**src/rtl/best_rational_under_denominator_limit_assert.svh**
```systemverilog
// ----------------------------------------------------------------------------
// Assertion macros for best_rational_under_denominator_limit
// Concurrent property wrappers clocked on clk, disabled while rst_n is low.
// ----------------------------------------------------------------------------
`ifndef BEST_RATIONAL_UNDER_DENOMINATOR_LIMIT_ASSERT_SVH
`define BEST_RATIONAL_UNDER_DENOMINATOR_LIMIT_ASSERT_SVH

// same-cycle implication
`define BRUD_ASSERT_IMP(lbl, ante, cons, msg) \
  lbl: assert property (@(posedge clk) disable iff (!rst_n) (ante) |-> (cons)) \
    else $error(msg);

// next-cycle implication
`define BRUD_ASSERT_NXT(lbl, ante, cons, msg) \
  lbl: assert property (@(posedge clk) disable iff (!rst_n) (ante) |=> (cons)) \
    else $error(msg);

`endif

```
**src/rtl/brud_pkg.sv**
```systemverilog
// ----------------------------------------------------------------------------
// brud_pkg
// Shared constants and types for the best rational approximation block.
// ----------------------------------------------------------------------------
package brud_pkg;

  localparam int WORD_WIDTH_DEF = 32;   // internal arithmetic width
  localparam int FIELD_W        = 32;   // width of every port field
  localparam int CFG_W          = 32;   // width of the limit register

  localparam logic [CFG_W-1:0] MAX_DEN_RESET = CFG_W'(1001);

  // divider status toward the sequencer
  typedef struct packed {
    logic busy;
    logic done;
  } div_stat_t;

endpackage

```
**src/rtl/best_rational_under_denominator_limit.sv**
```systemverilog
// ----------------------------------------------------------------------------
// best_rational_under_denominator_limit
// Continued-fraction expansion of numerator/denominator with best
// semiconvergent selection under a programmable denominator limit.
// ----------------------------------------------------------------------------
//  channel  direction  payload (low bits first)
//  in_      slave      numerator[31:0], denominator[63:32]
//  out_     master     approx_numerator[31:0], approx_denominator[63:32]
//  cfg_     write      max_denominator[31:0]
//
//  Each continued-fraction term runs the shared radix-2 divider and then the
//  shared multiplier steps that form the next convergent.
//  A zero denominator skips the divider. in_tready is high only while idle;
//  a finished result waits in the output register and stalls the sequencer
//  only when a second result is ready before the first is taken.
//  Reset is synchronous, active low; the limit register resets to 1001.
// ----------------------------------------------------------------------------
module best_rational_under_denominator_limit import brud_pkg::*; #(
  parameter int WORD_WIDTH = WORD_WIDTH_DEF
) (
  input  logic                 clk,
  input  logic                 rst_n,
  input  logic                 in_tvalid,
  output logic                 in_tready,
  input  logic [2*FIELD_W-1:0] in_tdata,    // numerator, denominator
  output logic                 out_tvalid,
  input  logic                 out_tready,
  output logic [2*FIELD_W-1:0] out_tdata,   // approx_numerator, approx_denominator
  input  logic                 cfg_we,
  input  logic [CFG_W-1:0]     cfg_wdata    // max_denominator
);

  localparam int W = WORD_WIDTH;

  localparam logic [3:0] S_IDLE  = 4'd0;
  localparam logic [3:0] S_DIV   = 4'd1;
  localparam logic [3:0] S_MULP  = 4'd2;
  localparam logic [3:0] S_ADDP  = 4'd3;
  localparam logic [3:0] S_ADDQ  = 4'd4;
  localparam logic [3:0] S_CHECK = 4'd5;
  localparam logic [3:0] S_FIN   = 4'd6;
  localparam logic [3:0] S_DIVB  = 4'd7;
  localparam logic [3:0] S_MULA  = 4'd8;
  localparam logic [3:0] S_MULB  = 4'd9;
  localparam logic [3:0] S_CMP   = 4'd10;
  localparam logic [3:0] S_SMULP = 4'd11;
  localparam logic [3:0] S_SADDP = 4'd12;
  localparam logic [3:0] S_SADDQ = 4'd13;
  localparam logic [3:0] S_DONE  = 4'd14;

  logic [3:0]       state_r, state_nxt;
  logic             out_valid_r, out_valid_nxt;
  logic [CFG_W-1:0] cfg_r;
  logic             first_r, first_nxt;

  logic [W-1:0] pa_r, pa_nxt, pb_r, pb_nxt, pc_r, pc_nxt;
  logic [W-1:0] qa_r, qa_nxt, qb_r, qb_nxt, qc_r, qc_nxt;
  logic [W-1:0] y_r, y_nxt, a_r, a_nxt, rem_r, rem_nxt, best_r, best_nxt;
  logic [W-1:0] lim_r, lim_nxt, rn_r, rn_nxt, rd_r, rd_nxt;
  logic [2*W-1:0] mul_r, mul_nxt, hold_r, hold_nxt;
  logic [FIELD_W-1:0] out_num_r, out_num_nxt, out_den_r, out_den_nxt;

  logic [W-1:0] in_x, in_y, cfg_lim, lowest;
  logic [W-1:0] mul_opa, mul_opb;
  logic         low_ok;

  logic         div_start;
  logic [W-1:0] div_dividend, div_divisor, div_quo, div_rem;
  div_stat_t    div_stat;

  brud_div #(.WORD_WIDTH(W)) u_div (
    .clk       (clk),
    .rst_n     (rst_n),
    .start     (div_start),
    .dividend  (div_dividend),
    .divisor   (div_divisor),
    .quotient  (div_quo),
    .remainder (div_rem),
    .stat      (div_stat)
  );

  assign in_x    = in_tdata[W-1:0];
  assign in_y    = in_tdata[FIELD_W +: W];
  assign cfg_lim = (cfg_r[W-1:0] == '0) ? W'(1) : cfg_r[W-1:0];

  // half-quotient admissibility: a even and qa*prev_rem > rem*qb lowers the bound
  assign low_ok = ~a_r[0] && (hold_r > mul_r);
  assign lowest = (a_r >> 1) + (low_ok ? W'(0) : W'(1));

  always_comb begin
    case (state_r)
      S_MULP:  begin mul_opa = pb_r;  mul_opb = a_r;    end
      S_ADDP:  begin mul_opa = qb_r;  mul_opb = a_r;    end
      S_MULA:  begin mul_opa = qa_r;  mul_opb = y_r;    end
      S_MULB:  begin mul_opa = rem_r; mul_opb = qb_r;   end
      S_SMULP: begin mul_opa = pb_r;  mul_opb = best_r; end
      S_SADDP: begin mul_opa = qb_r;  mul_opb = best_r; end
      default: begin mul_opa = '0;    mul_opb = '0;     end
    endcase
    mul_nxt = (2*W)'(mul_opa) * (2*W)'(mul_opb);
  end

  always_comb begin
    state_nxt     = state_r;
    out_valid_nxt = out_valid_r;
    first_nxt     = first_r;
    pa_nxt = pa_r;  pb_nxt = pb_r;  pc_nxt = pc_r;
    qa_nxt = qa_r;  qb_nxt = qb_r;  qc_nxt = qc_r;
    y_nxt  = y_r;   a_nxt  = a_r;   rem_nxt = rem_r;
    best_nxt = best_r;
    lim_nxt  = lim_r;
    rn_nxt   = rn_r;
    rd_nxt   = rd_r;
    hold_nxt = hold_r;
    out_num_nxt = out_num_r;
    out_den_nxt = out_den_r;
    div_start    = 1'b0;
    div_dividend = in_x;
    div_divisor  = in_y;

    if (out_valid_r && out_tready) begin
      out_valid_nxt = 1'b0;
    end

    case (state_r)
      S_IDLE: begin
        if (in_tvalid) begin
          lim_nxt   = cfg_lim;
          y_nxt     = in_y;
          pa_nxt    = '0;
          pb_nxt    = W'(1);
          qa_nxt    = W'(1);
          qb_nxt    = '0;
          first_nxt = 1'b1;
          if (in_y == '0) begin
            // infinite ratio saturates
            rn_nxt    = '1;
            rd_nxt    = W'(1);
            state_nxt = S_DONE;
          end else begin
            div_start = 1'b1;
            state_nxt = S_DIV;
          end
        end
      end
      S_DIV: begin
        if (div_stat.done) begin
          a_nxt     = div_quo;
          rem_nxt   = div_rem;
          state_nxt = S_MULP;
        end
      end
      S_MULP: state_nxt = S_ADDP;
      S_ADDP: begin
        pc_nxt    = pa_r + mul_r[W-1:0];
        state_nxt = S_ADDQ;
      end
      S_ADDQ: begin
        qc_nxt    = qa_r + mul_r[W-1:0];
        state_nxt = S_CHECK;
      end
      S_CHECK: begin
        if (rem_r == '0 || (!first_r && qc_r >= lim_r)) begin
          state_nxt = S_FIN;
        end else begin
          first_nxt    = 1'b0;
          pa_nxt       = pb_r;
          pb_nxt       = pc_r;
          qa_nxt       = qb_r;
          qb_nxt       = qc_r;
          y_nxt        = rem_r;
          div_start    = 1'b1;
          div_dividend = y_r;
          div_divisor  = rem_r;
          state_nxt    = S_DIV;
        end
      end
      S_FIN: begin
        if (qc_r <= lim_r) begin
          rn_nxt    = pc_r;
          rd_nxt    = qc_r;
          state_nxt = S_DONE;
        end else begin
          div_start    = 1'b1;
          div_dividend = lim_r - qa_r;
          div_divisor  = qb_r;
          state_nxt    = S_DIVB;
        end
      end
      S_DIVB: begin
        if (div_stat.done) begin
          best_nxt  = div_quo;
          state_nxt = S_MULA;
        end
      end
      S_MULA: state_nxt = S_MULB;
      S_MULB: begin
        hold_nxt  = mul_r;
        state_nxt = S_CMP;
      end
      S_CMP: begin
        if (best_r < lowest) begin
          rn_nxt    = pb_r;
          rd_nxt    = qb_r;
          state_nxt = S_DONE;
        end else begin
          state_nxt = S_SMULP;
        end
      end
      S_SMULP: state_nxt = S_SADDP;
      S_SADDP: begin
        rn_nxt    = pa_r + mul_r[W-1:0];
        state_nxt = S_SADDQ;
      end
      S_SADDQ: begin
        rd_nxt    = qa_r + mul_r[W-1:0];
        state_nxt = S_DONE;
      end
      S_DONE: begin
        if (!out_valid_r || out_tready) begin
          out_num_nxt   = FIELD_W'(rn_r);
          out_den_nxt   = FIELD_W'(rd_r);
          out_valid_nxt = 1'b1;
          state_nxt     = S_IDLE;
        end
      end
      default: state_nxt = S_IDLE;
    endcase
  end

  always_ff @(posedge clk) begin
    if (!rst_n) begin
      state_r     <= S_IDLE;
      out_valid_r <= 1'b0;
      first_r     <= 1'b1;
      cfg_r       <= MAX_DEN_RESET;
    end else begin
      state_r     <= state_nxt;
      out_valid_r <= out_valid_nxt;
      first_r     <= first_nxt;
      if (cfg_we) begin
        cfg_r <= cfg_wdata;
      end
    end
  end

  always_ff @(posedge clk) begin
    pa_r <= pa_nxt;  pb_r <= pb_nxt;  pc_r <= pc_nxt;
    qa_r <= qa_nxt;  qb_r <= qb_nxt;  qc_r <= qc_nxt;
    y_r  <= y_nxt;   a_r  <= a_nxt;   rem_r <= rem_nxt;
    best_r    <= best_nxt;
    lim_r     <= lim_nxt;
    rn_r      <= rn_nxt;
    rd_r      <= rd_nxt;
    mul_r     <= mul_nxt;
    hold_r    <= hold_nxt;
    out_num_r <= out_num_nxt;
    out_den_r <= out_den_nxt;
  end

  assign in_tready  = (state_r == S_IDLE);
  assign out_tvalid = out_valid_r;
  assign out_tdata  = {out_den_r, out_num_r};

`include "best_rational_under_denominator_limit_assert.svh"

  `BRUD_ASSERT_IMP(a_div_idle_start, div_start, !div_stat.busy, "divider restarted while busy")
  `BRUD_ASSERT_NXT(a_accept_leaves_idle, in_tvalid && in_tready, state_r != S_IDLE, "accepted transaction did not start")
  `BRUD_ASSERT_IMP(a_den_in_limit, out_tvalid, out_den_r <= FIELD_W'(lim_r) && out_den_r != '0, "result denominator outside limit")

endmodule

```
**src/rtl/brud_div.sv**
```systemverilog
// ----------------------------------------------------------------------------
// brud_div
// Radix-2 restoring divider, one quotient bit per cycle.
// ----------------------------------------------------------------------------
module brud_div import brud_pkg::*; #(
  parameter int WORD_WIDTH = WORD_WIDTH_DEF
) (
  input  logic                  clk,
  input  logic                  rst_n,
  input  logic                  start,
  input  logic [WORD_WIDTH-1:0] dividend,
  input  logic [WORD_WIDTH-1:0] divisor,
  output logic [WORD_WIDTH-1:0] quotient,
  output logic [WORD_WIDTH-1:0] remainder,
  output div_stat_t             stat
);

  localparam int CNT_W = $clog2(WORD_WIDTH);

  logic                  busy_r, busy_nxt;
  logic                  done_r, done_nxt;
  logic [CNT_W-1:0]      cnt_r, cnt_nxt;
  logic [WORD_WIDTH-1:0] quo_r, quo_nxt;
  logic [WORD_WIDTH-1:0] rem_r, rem_nxt;
  logic [WORD_WIDTH-1:0] dvs_r, dvs_nxt;
  logic [WORD_WIDTH:0]   part;
  logic [WORD_WIDTH:0]   diff;

  always_comb begin
    part     = {rem_r, quo_r[WORD_WIDTH-1]};
    diff     = part - {1'b0, dvs_r};
    busy_nxt = busy_r;
    done_nxt = 1'b0;
    cnt_nxt  = cnt_r;
    quo_nxt  = quo_r;
    rem_nxt  = rem_r;
    dvs_nxt  = dvs_r;
    if (start) begin
      busy_nxt = 1'b1;
      cnt_nxt  = CNT_W'(WORD_WIDTH - 1);
      quo_nxt  = dividend;
      rem_nxt  = '0;
      dvs_nxt  = divisor;
    end else if (busy_r) begin
      // top bit of diff is the borrow: clear means the divisor fits
      if (!diff[WORD_WIDTH]) begin
        rem_nxt = diff[WORD_WIDTH-1:0];
      end else begin
        rem_nxt = part[WORD_WIDTH-1:0];
      end
      quo_nxt = {quo_r[WORD_WIDTH-2:0], ~diff[WORD_WIDTH]};
      cnt_nxt = cnt_r - CNT_W'(1);
      if (cnt_r == '0) begin
        busy_nxt = 1'b0;
        done_nxt = 1'b1;
      end
    end
  end

  always_ff @(posedge clk) begin
    if (!rst_n) begin
      busy_r <= 1'b0;
      done_r <= 1'b0;
      cnt_r  <= '0;
    end else begin
      busy_r <= busy_nxt;
      done_r <= done_nxt;
      cnt_r  <= cnt_nxt;
    end
  end

  always_ff @(posedge clk) begin
    quo_r <= quo_nxt;
    rem_r <= rem_nxt;
    dvs_r <= dvs_nxt;
  end

  assign quotient  = quo_r;
  assign remainder = rem_r;
  assign stat.busy = busy_r;
  assign stat.done = done_r;

endmodule
```
**config.mk**
```make
export PLATFORM = sky130hd
export DESIGN_NAME = best_rational_under_denominator_limit
export DESIGN_NICKNAME = d
export VERILOG_FILES = /design/src/rtl/brud_pkg.sv /design/src/rtl/best_rational_under_denominator_limit.sv /design/src/rtl/brud_div.sv
export VERILOG_INCLUDE_DIRS = /design/src /design/src/rtl
export SDC_FILE = /design/constraint.sdc
export NUM_CORES = 2
export LEC_CHECK = 0
export BUFFER_PORTS_ARGS = -buffer_cell sky130_fd_sc_hd__buf_4
export CAP_MARGIN = 20
export CORE_MARGIN = 4
export CORE_UTILIZATION = 40
export DETAILED_ROUTE_END_ITERATION = 10
export PLACE_DENSITY = 0.66
export SETUP_SLACK_MARGIN = 0.15
export SLEW_MARGIN = 20
export SYNTH_ARGS = -nofsm -noshare
export SYNTH_HDL_FRONTEND = slang
export SYNTH_SLANG_ARGS = --single-unit
```
**constraint.sdc**
```tcl
create_clock -name clk -period 14.4 [get_ports clk]
set_input_delay 2.88 -clock clk [delete_from_list [all_inputs] [get_ports clk]]
set_output_delay 2.88 -clock clk [all_outputs]
set_load 0.03 [all_outputs]
```
-- Yosys cells after proc, flatten, opt, wreduce, memory -nomap -nowiden
Cells that the tools add are included.
Widths: inputs -> output; s select.
- multipliers: 1
- order comparisons: 4
- add/sub/neg operators: 6
- reductions and logical operators: 29
- bitwise operators: 4
- multiplexer cells: 61
- equality and inequality tests: 22
- operator list (kind ; number):
    $mux 32 ; 23
    $pmux 32 s4 ; 4
    $pmux 32 s2 ; 7
    $logic_not 32->1 ; 3
    $add 32x32->32 ; 2
    $gt 64x64->1 ; 1
    $mul 32x32->64 ; 1
    $pmux 4 s15 ; 1
    $sub 33x32->33 ; 1
    $add 31x1->32 ; 1
    $ge 32x32->1 ; 1
    $le 32x32->1 ; 1
    $lt 32x32->1 ; 1
    $sub 32x32->32 ; 1
    $eq 4x4->1 const B ; 7
    $mux 4 ; 6
    $eq 4x3->1 const B ; 4
    $mux 1 ; 14
    $mux 5 ; 2
    $ne 2x2->1 const B ; 5
    $reduce_and 5->1 ; 2
    $eq 4x2->1 const B ; 2
    $reduce_and 2->1 ; 4
    $reduce_bool 4->1 ; 2
    other kinds (17) ; 31
- word-level logic and storage cells: 154
- bits in registers: 749
- input port bits: 101
- output and inout bits: 66

-- Logic depth before layout (Yosys ltp)
- depth in word-level cells: 7
- depth in mapped cells: 40
- gate-level depth less buffers: 35

-- By module
Synthesis repeated with hierarchy kept, for this count alone.
- cell total of the unflattened synthesis: 7221
- area total of the unflattened synthesis: 70985.6 µm²
- modules (own cells, without submodules) (module ; cells an instance ; area an instance (µm²) ; instances ; seq. area each (µm²)):
    best_rational_under_denominator_limit ; 6655 ; 65151.2 ; 1 ; 18377.6
    brud_div ; 566 ; 5834.3 ; 1 ; 2702.6

-- Worst setup path after synthesis
No wires, ideal clock.
- kind: register to register
- start: register state_r[0]
- end: register mul_r[58]
- stages on the path, launching flop included: 38
- data arrival time: 10521 ps
- period minus slack after synthesis: 10642 ps
- setup time: 120 ps
- data required time: 14280 ps
- slack: 3758 ps
- buffers on the path: 6
- cell sequence: dfxtp_1 > clkbuf_1 > nand2b_1 > clkbuf_1 > nor2_1 > clkbuf_1 > buf_2 > clkbuf_1 > nand2_1 > nand4_1 > clkbuf_1 > nand2_1 > fa_1 > inv_1 > fa_1 > inv_1 > fa_1 > inv_1 > [... 2 more ...] > inv_1 > fa_1 > fa_1 > fa_1 > inv_1 > ha_1 > and3_1 > and2_1 > a221oi_1 > o21ai_1 > a41o_1 > o31ai_4 > o21ai_2 > o21a_1 > nor2_2 > a21oi_1 > or2_1 > xor2_1
- cells in the longest elaborated chain, start to end: 4
- elaborated cells on any way between the ends: 13
- classes of those cells: 1 x mul; 6 x eq/ne; 2 x mux; 4 x reduce/logical
- RTL lines (what ; line ; RTL):
    start, declared ; best_rational_under_denominator_limit.sv:51 ; logic [3:0] state_r, state_nxt;
    start signal, assigned ; best_rational_under_denominator_limit.sv:238 ; state_r <= state_nxt;
    $eq 4x4->1 / $eq 4x2->1 (equally long branches) ; best_rational_under_denominator_limit.sv:91 ; case (state_r)
    $reduce_or 2->1 (no line) ; -- ;
    $pmux 32 s4 ; best_rational_under_denominator_limit.sv:91 ;
    $mul 32x32->64 * ; best_rational_under_denominator_limit.sv:100 ; mul_nxt = (2*W)'(mul_opa) * (2*W)'(mul_opb);
    net mul_nxt[58] ; best_rational_under_denominator_limit.sv:60 ; logic [2*W-1:0] mul_r, mul_nxt, hold_r, hold_nxt;
    end signal, assigned ; best_rational_under_denominator_limit.sv:255 ; mul_r <= mul_nxt;
    end, declared ; best_rational_under_denominator_limit.sv:60 ;
Mark *: on every way through the listed nets, which the timed path passes. The rest lies on a longest branch.
A chain may end at the register's enable or synchronous reset.

-- Worst setup path after layout
- start: register state_r[0]
- end: register mul_r[62]
The elaborated chain is that of the path after synthesis.

==> results.md <==
* DRC violation count after routing at 0
* Transition at the pin with the smallest max-transition slack at approximately 1.2 ns
* 1st-iter DRT viols at 5804
* Final Hold Fails at 0
* Fraction of the yosys area taken by sequential cells at between 20 and 30%
* Count of flip-flops with a built-in enable after synthesis at 608
* # clock sinks at 749
* Static leakage power at between 30 and 40 nW
* Power Total at 0.00770 W
* Element type at the critical path start: flip-flop
* # hold bufs at CTS at 0
* Result of the run: completed
* Total Die Area at ~0.18 sq mm
* Horizontal die dimension at between 400 and 500 um
* Per-instance average area after synthesis at between 9 and 10 sq um
* Routed wire per std cell at ~26 um
* Xor and xnor fraction of the mapped netlist area at 2.58%
* Inserted Clock Buffers at a little under 80
* Power per Cell Area at between 90 and 100 mW/mm^2
* Area share of the largest cell type after synthesis at around a quarter
* Levels on crit path at 32
* Mapped Area at slightly above 0.07 sq mm
* Clock tree from TritonCTS: done
* Setup violations, final at 0
* Total detailed-routing wirelength at 251 mm
* Wire length of the first global-routing pass at 369 mm
* GRT overflow at 0
* Synthesized Nets at between 8000 and 9000
* Number of fill cells at 16600
* Multiplexer share of the synthesized area at 1.52%
* Worst reg2reg path depth at 32
* Simple-gate share of the synthesized area at around 15%
* Fraction of final layout cells with drive strength greater than 1 at approximately 7.7%
* Multi-input gate area at approximately 0.044 sq mm
* Peak supply drop at between 0.0001 and 0.00015 V
* # H-tree levels at 3
* Count of cells resized by post-cts repair at 0
* Cell with the most instances on the worst path: sky130_fd_sc_hd__fa_1
* Area grow syn2layout at 9.37%
* Highest attainable clock frequency at roughly 86 MHz
* Vias in the first global route at ~56000
* Largest clock skew in the final design at about 0.078 ns
* # rows at between 150 and 200
* Number of non-filler instances in the completed layout at about 9600
* Arrival @ worst endpoint at ~12 ns
* Half-perimeter wire length after detailed placement at 194 mm
* Critical path fanouts, max at ~110
* Clock slew at the register clock pins of the worst setup and hold paths at ~0.060 ns
* Clk buf depth at 3
* Category of the worst setup path capture point: flip-flop
* Instance count of the mapped netlist at 7173
* Number of antenna violations at the first check in global routing at 12
* Final sum of negative setup slack at 0 ns
* Tmin final at around 12 ns
* Core utilization of the finished layout at 44.2%
* Number of storage elements in the synthesis netlist at 749
* Vertical die dimension at 428 um
* Fin crit share at ~81%
* Storage cell area at 0.0211 sq mm
* Cell types with the largest area share after synthesis: sky130_fd_sc_hd__edfxtp_1, sky130_fd_sc_hd__fa_1, sky130_fd_sc_hd__ha_1
* Number of warning messages in the yosys log at 0
* Registers with the most flip-flops: hold_r (64), mul_r (64)
* Slew HR at between 20% and 30%
* Placed cells at ~9400
* RePlAce Congestion at around 1
* Total number of vias at roughly 55000
* Post-layout nets at approximately 8700
* Delay of the slowest cell on the worst path at 0.95 ns
* WP data required at 15.00 ns
* Maximum number of pins on one net before global-route repair at ~110
* Post-synthesis adder-cell area fraction at about a third
* Buffering stage count on the worst path with inverters included at 6
* First-pass iteration count of the detailed router at 6
* Postcts setup bufs at 0
* Main combinational cell family by area after synthesis: adder cells
* Area leader, netlist: sky130_fd_sc_hd__edfxtp_1
* Synth Area in Compound Gates at roughly 8.6%
* Dominant delay contributor by cell family on the critical path: adder cells
* Path type of the worst min-delay path: flip-flop to flip-flop
* Clock Tree Root: sky130_fd_sc_hd__clkbuf_16
* Initial core utilization at 40.4%
* Core Area at 0.175 sq mm
* Number of distinct library cell variants in the gate-level netlist after synthesis at 92
* Final Max Slew Viols at 0
* Share of synthesized registers carrying an async set or reset at 0%
* Most used flip-flop cell after synthesis: sky130_fd_sc_hd__edfxtp_1
* Port Buffer Count at 166
* RSZ-0062 raised after global routing: no
* Max-cap violation count at 0
* Hold path cells at 0
* CP max-delay cell: sky130_fd_sc_hd__a221oi_1
* Io pins at 167
* Worst Path Class, Setup: flip-flop to flip-flop
* Clk_lat worst skew at about 0.7 ns
* GRT Total Usage at around 27%
* Antenna-violating nets left at 0
* Average vias per placed instance at about 5.7
-- cell usage after synthesis (all sizes together), types with 34 or more instances --
library cell	number
and3	158
a22oi	85
inv	1105
a21o	153
o21ai	126
xor2	78
edfxtp	608
mux2	34
nor2b	75
ha	519
clkbuf	322
a21oi	217
nor2	711
nand3	55
fa	900
buf	48
a221oi	38
mux2i	69
a31oi	39
nand4	107
nand2b	44
and4	69
xnor2	129
dfxtp	141
nand2	1025
-- final cells by class --
class | count | area share [%]
flip-flops and latches | 749 | 27.3
well taps | 2325 | 3.77
clock buffers | 102 | 2.78
clock inverters | 44 | 0.646
repair buffers | 311 | 3.06
diodes | 6 | 0.0194
multi-input cells | 4949 | 57.1
inverters | 1105 | 5.37
-- where the power goes --
| part | switching, W | total (W) | leakage [nW] | internal [W] |
|---|---|---|---|---|
| Sequential | 0.000379 | 0.00311 | 6.75 | 0.00273 |
| Combinational | 0.00168 | 0.00250 | 26.2 | 0.000822 |
| Clock | 0.000925 | 0.00209 | 1.28 | 0.00116 |
| Total | 0.00298 | 0.00770 | 34.2 | 0.00472 |
-- cell usage in the layout (no fill, tap or decap), types with 43 or more instances in the layout --
master                         n
sky130_fd_sc_hd__inv_1      1104
sky130_fd_sc_hd__nand2_1    1024
sky130_fd_sc_hd__fa_1        900
sky130_fd_sc_hd__nor2_1      700
sky130_fd_sc_hd__edfxtp_1    608
sky130_fd_sc_hd__ha_1        519
sky130_fd_sc_hd__buf_4       309
sky130_fd_sc_hd__a21oi_1     207
sky130_fd_sc_hd__and3_1      157
sky130_fd_sc_hd__a21o_1      153
sky130_fd_sc_hd__dfxtp_1     140
sky130_fd_sc_hd__xnor2_1     128
sky130_fd_sc_hd__nand4_1     107
sky130_fd_sc_hd__o21ai_0     103
sky130_fd_sc_hd__a22oi_1      85
sky130_fd_sc_hd__clkbuf_16    80
sky130_fd_sc_hd__xor2_1       78
sky130_fd_sc_hd__nor2b_1      72
sky130_fd_sc_hd__mux2i_1      69
sky130_fd_sc_hd__and4_1       54
sky130_fd_sc_hd__nand3_1      54
sky130_fd_sc_hd__nand2b_1     43
-- metrics by stage --
stage / hold WS, ns / setup WS, ns / area (sq um)
3_5_place_dp: 0.405 / 3.04 / 74600
6_report: 0.414 / 2.73 / 77300
4_1_cts: 0.417 / 2.98 / 77200
2_1_floorplan: 0.400 / 3.76 / 70600
5_1_grt: 0.420 / 2.38 / 77200
3_3_place_gp: 0.405 / 3.20 / 74600
-- path summary, 6_finish.rpt --
check	from	to	slack, ns
setup / recovery	state_r[0]	mul_r[62]	2.73
hold reg to reg	rn_r[29]	out_num_r[29]	0.41
setup reg to reg	state_r[0]	mul_r[62]	2.73
hold / removal	rn_r[29]	out_num_r[29]	0.41
-- worst reg2reg max path, delay by kind of cell, from the launching register on --
| kind | cells | cell delay, ns |
|---|---|---|
| compound gates | 7 | 2.39 |
| xor+xnor | 1 | 0.15 |
| fa+ha+maj | 9 | 4.58 |
| buf+inv | 6 | 0.81 |
| flops | 1 | 0.85 |
| simple gates | 9 | 2.80 |
-- layer usage --
layer	wire length [um]	share of wire (%)	vias up	GRT usage, %
met5	68	0.027	-	0
met4	21100	8.4	12	18.6
met3	25300	10	791	5.94
met2	109000	43	3104	41.0
met1	96200	38	27300	34.8
li1	-	-	23500	-
-- cells by family after synthesis --
kind of cell	count (synthesis)
muxes	103
DFF	749
AOI/OAI and AO/OA	872
and+or+nand+nor	2348
buffers and inverters	1475
xor gates and xnor gates	207
adders and majority gates	1419
No activity file was read; power rests on OpenSTA's default activity.
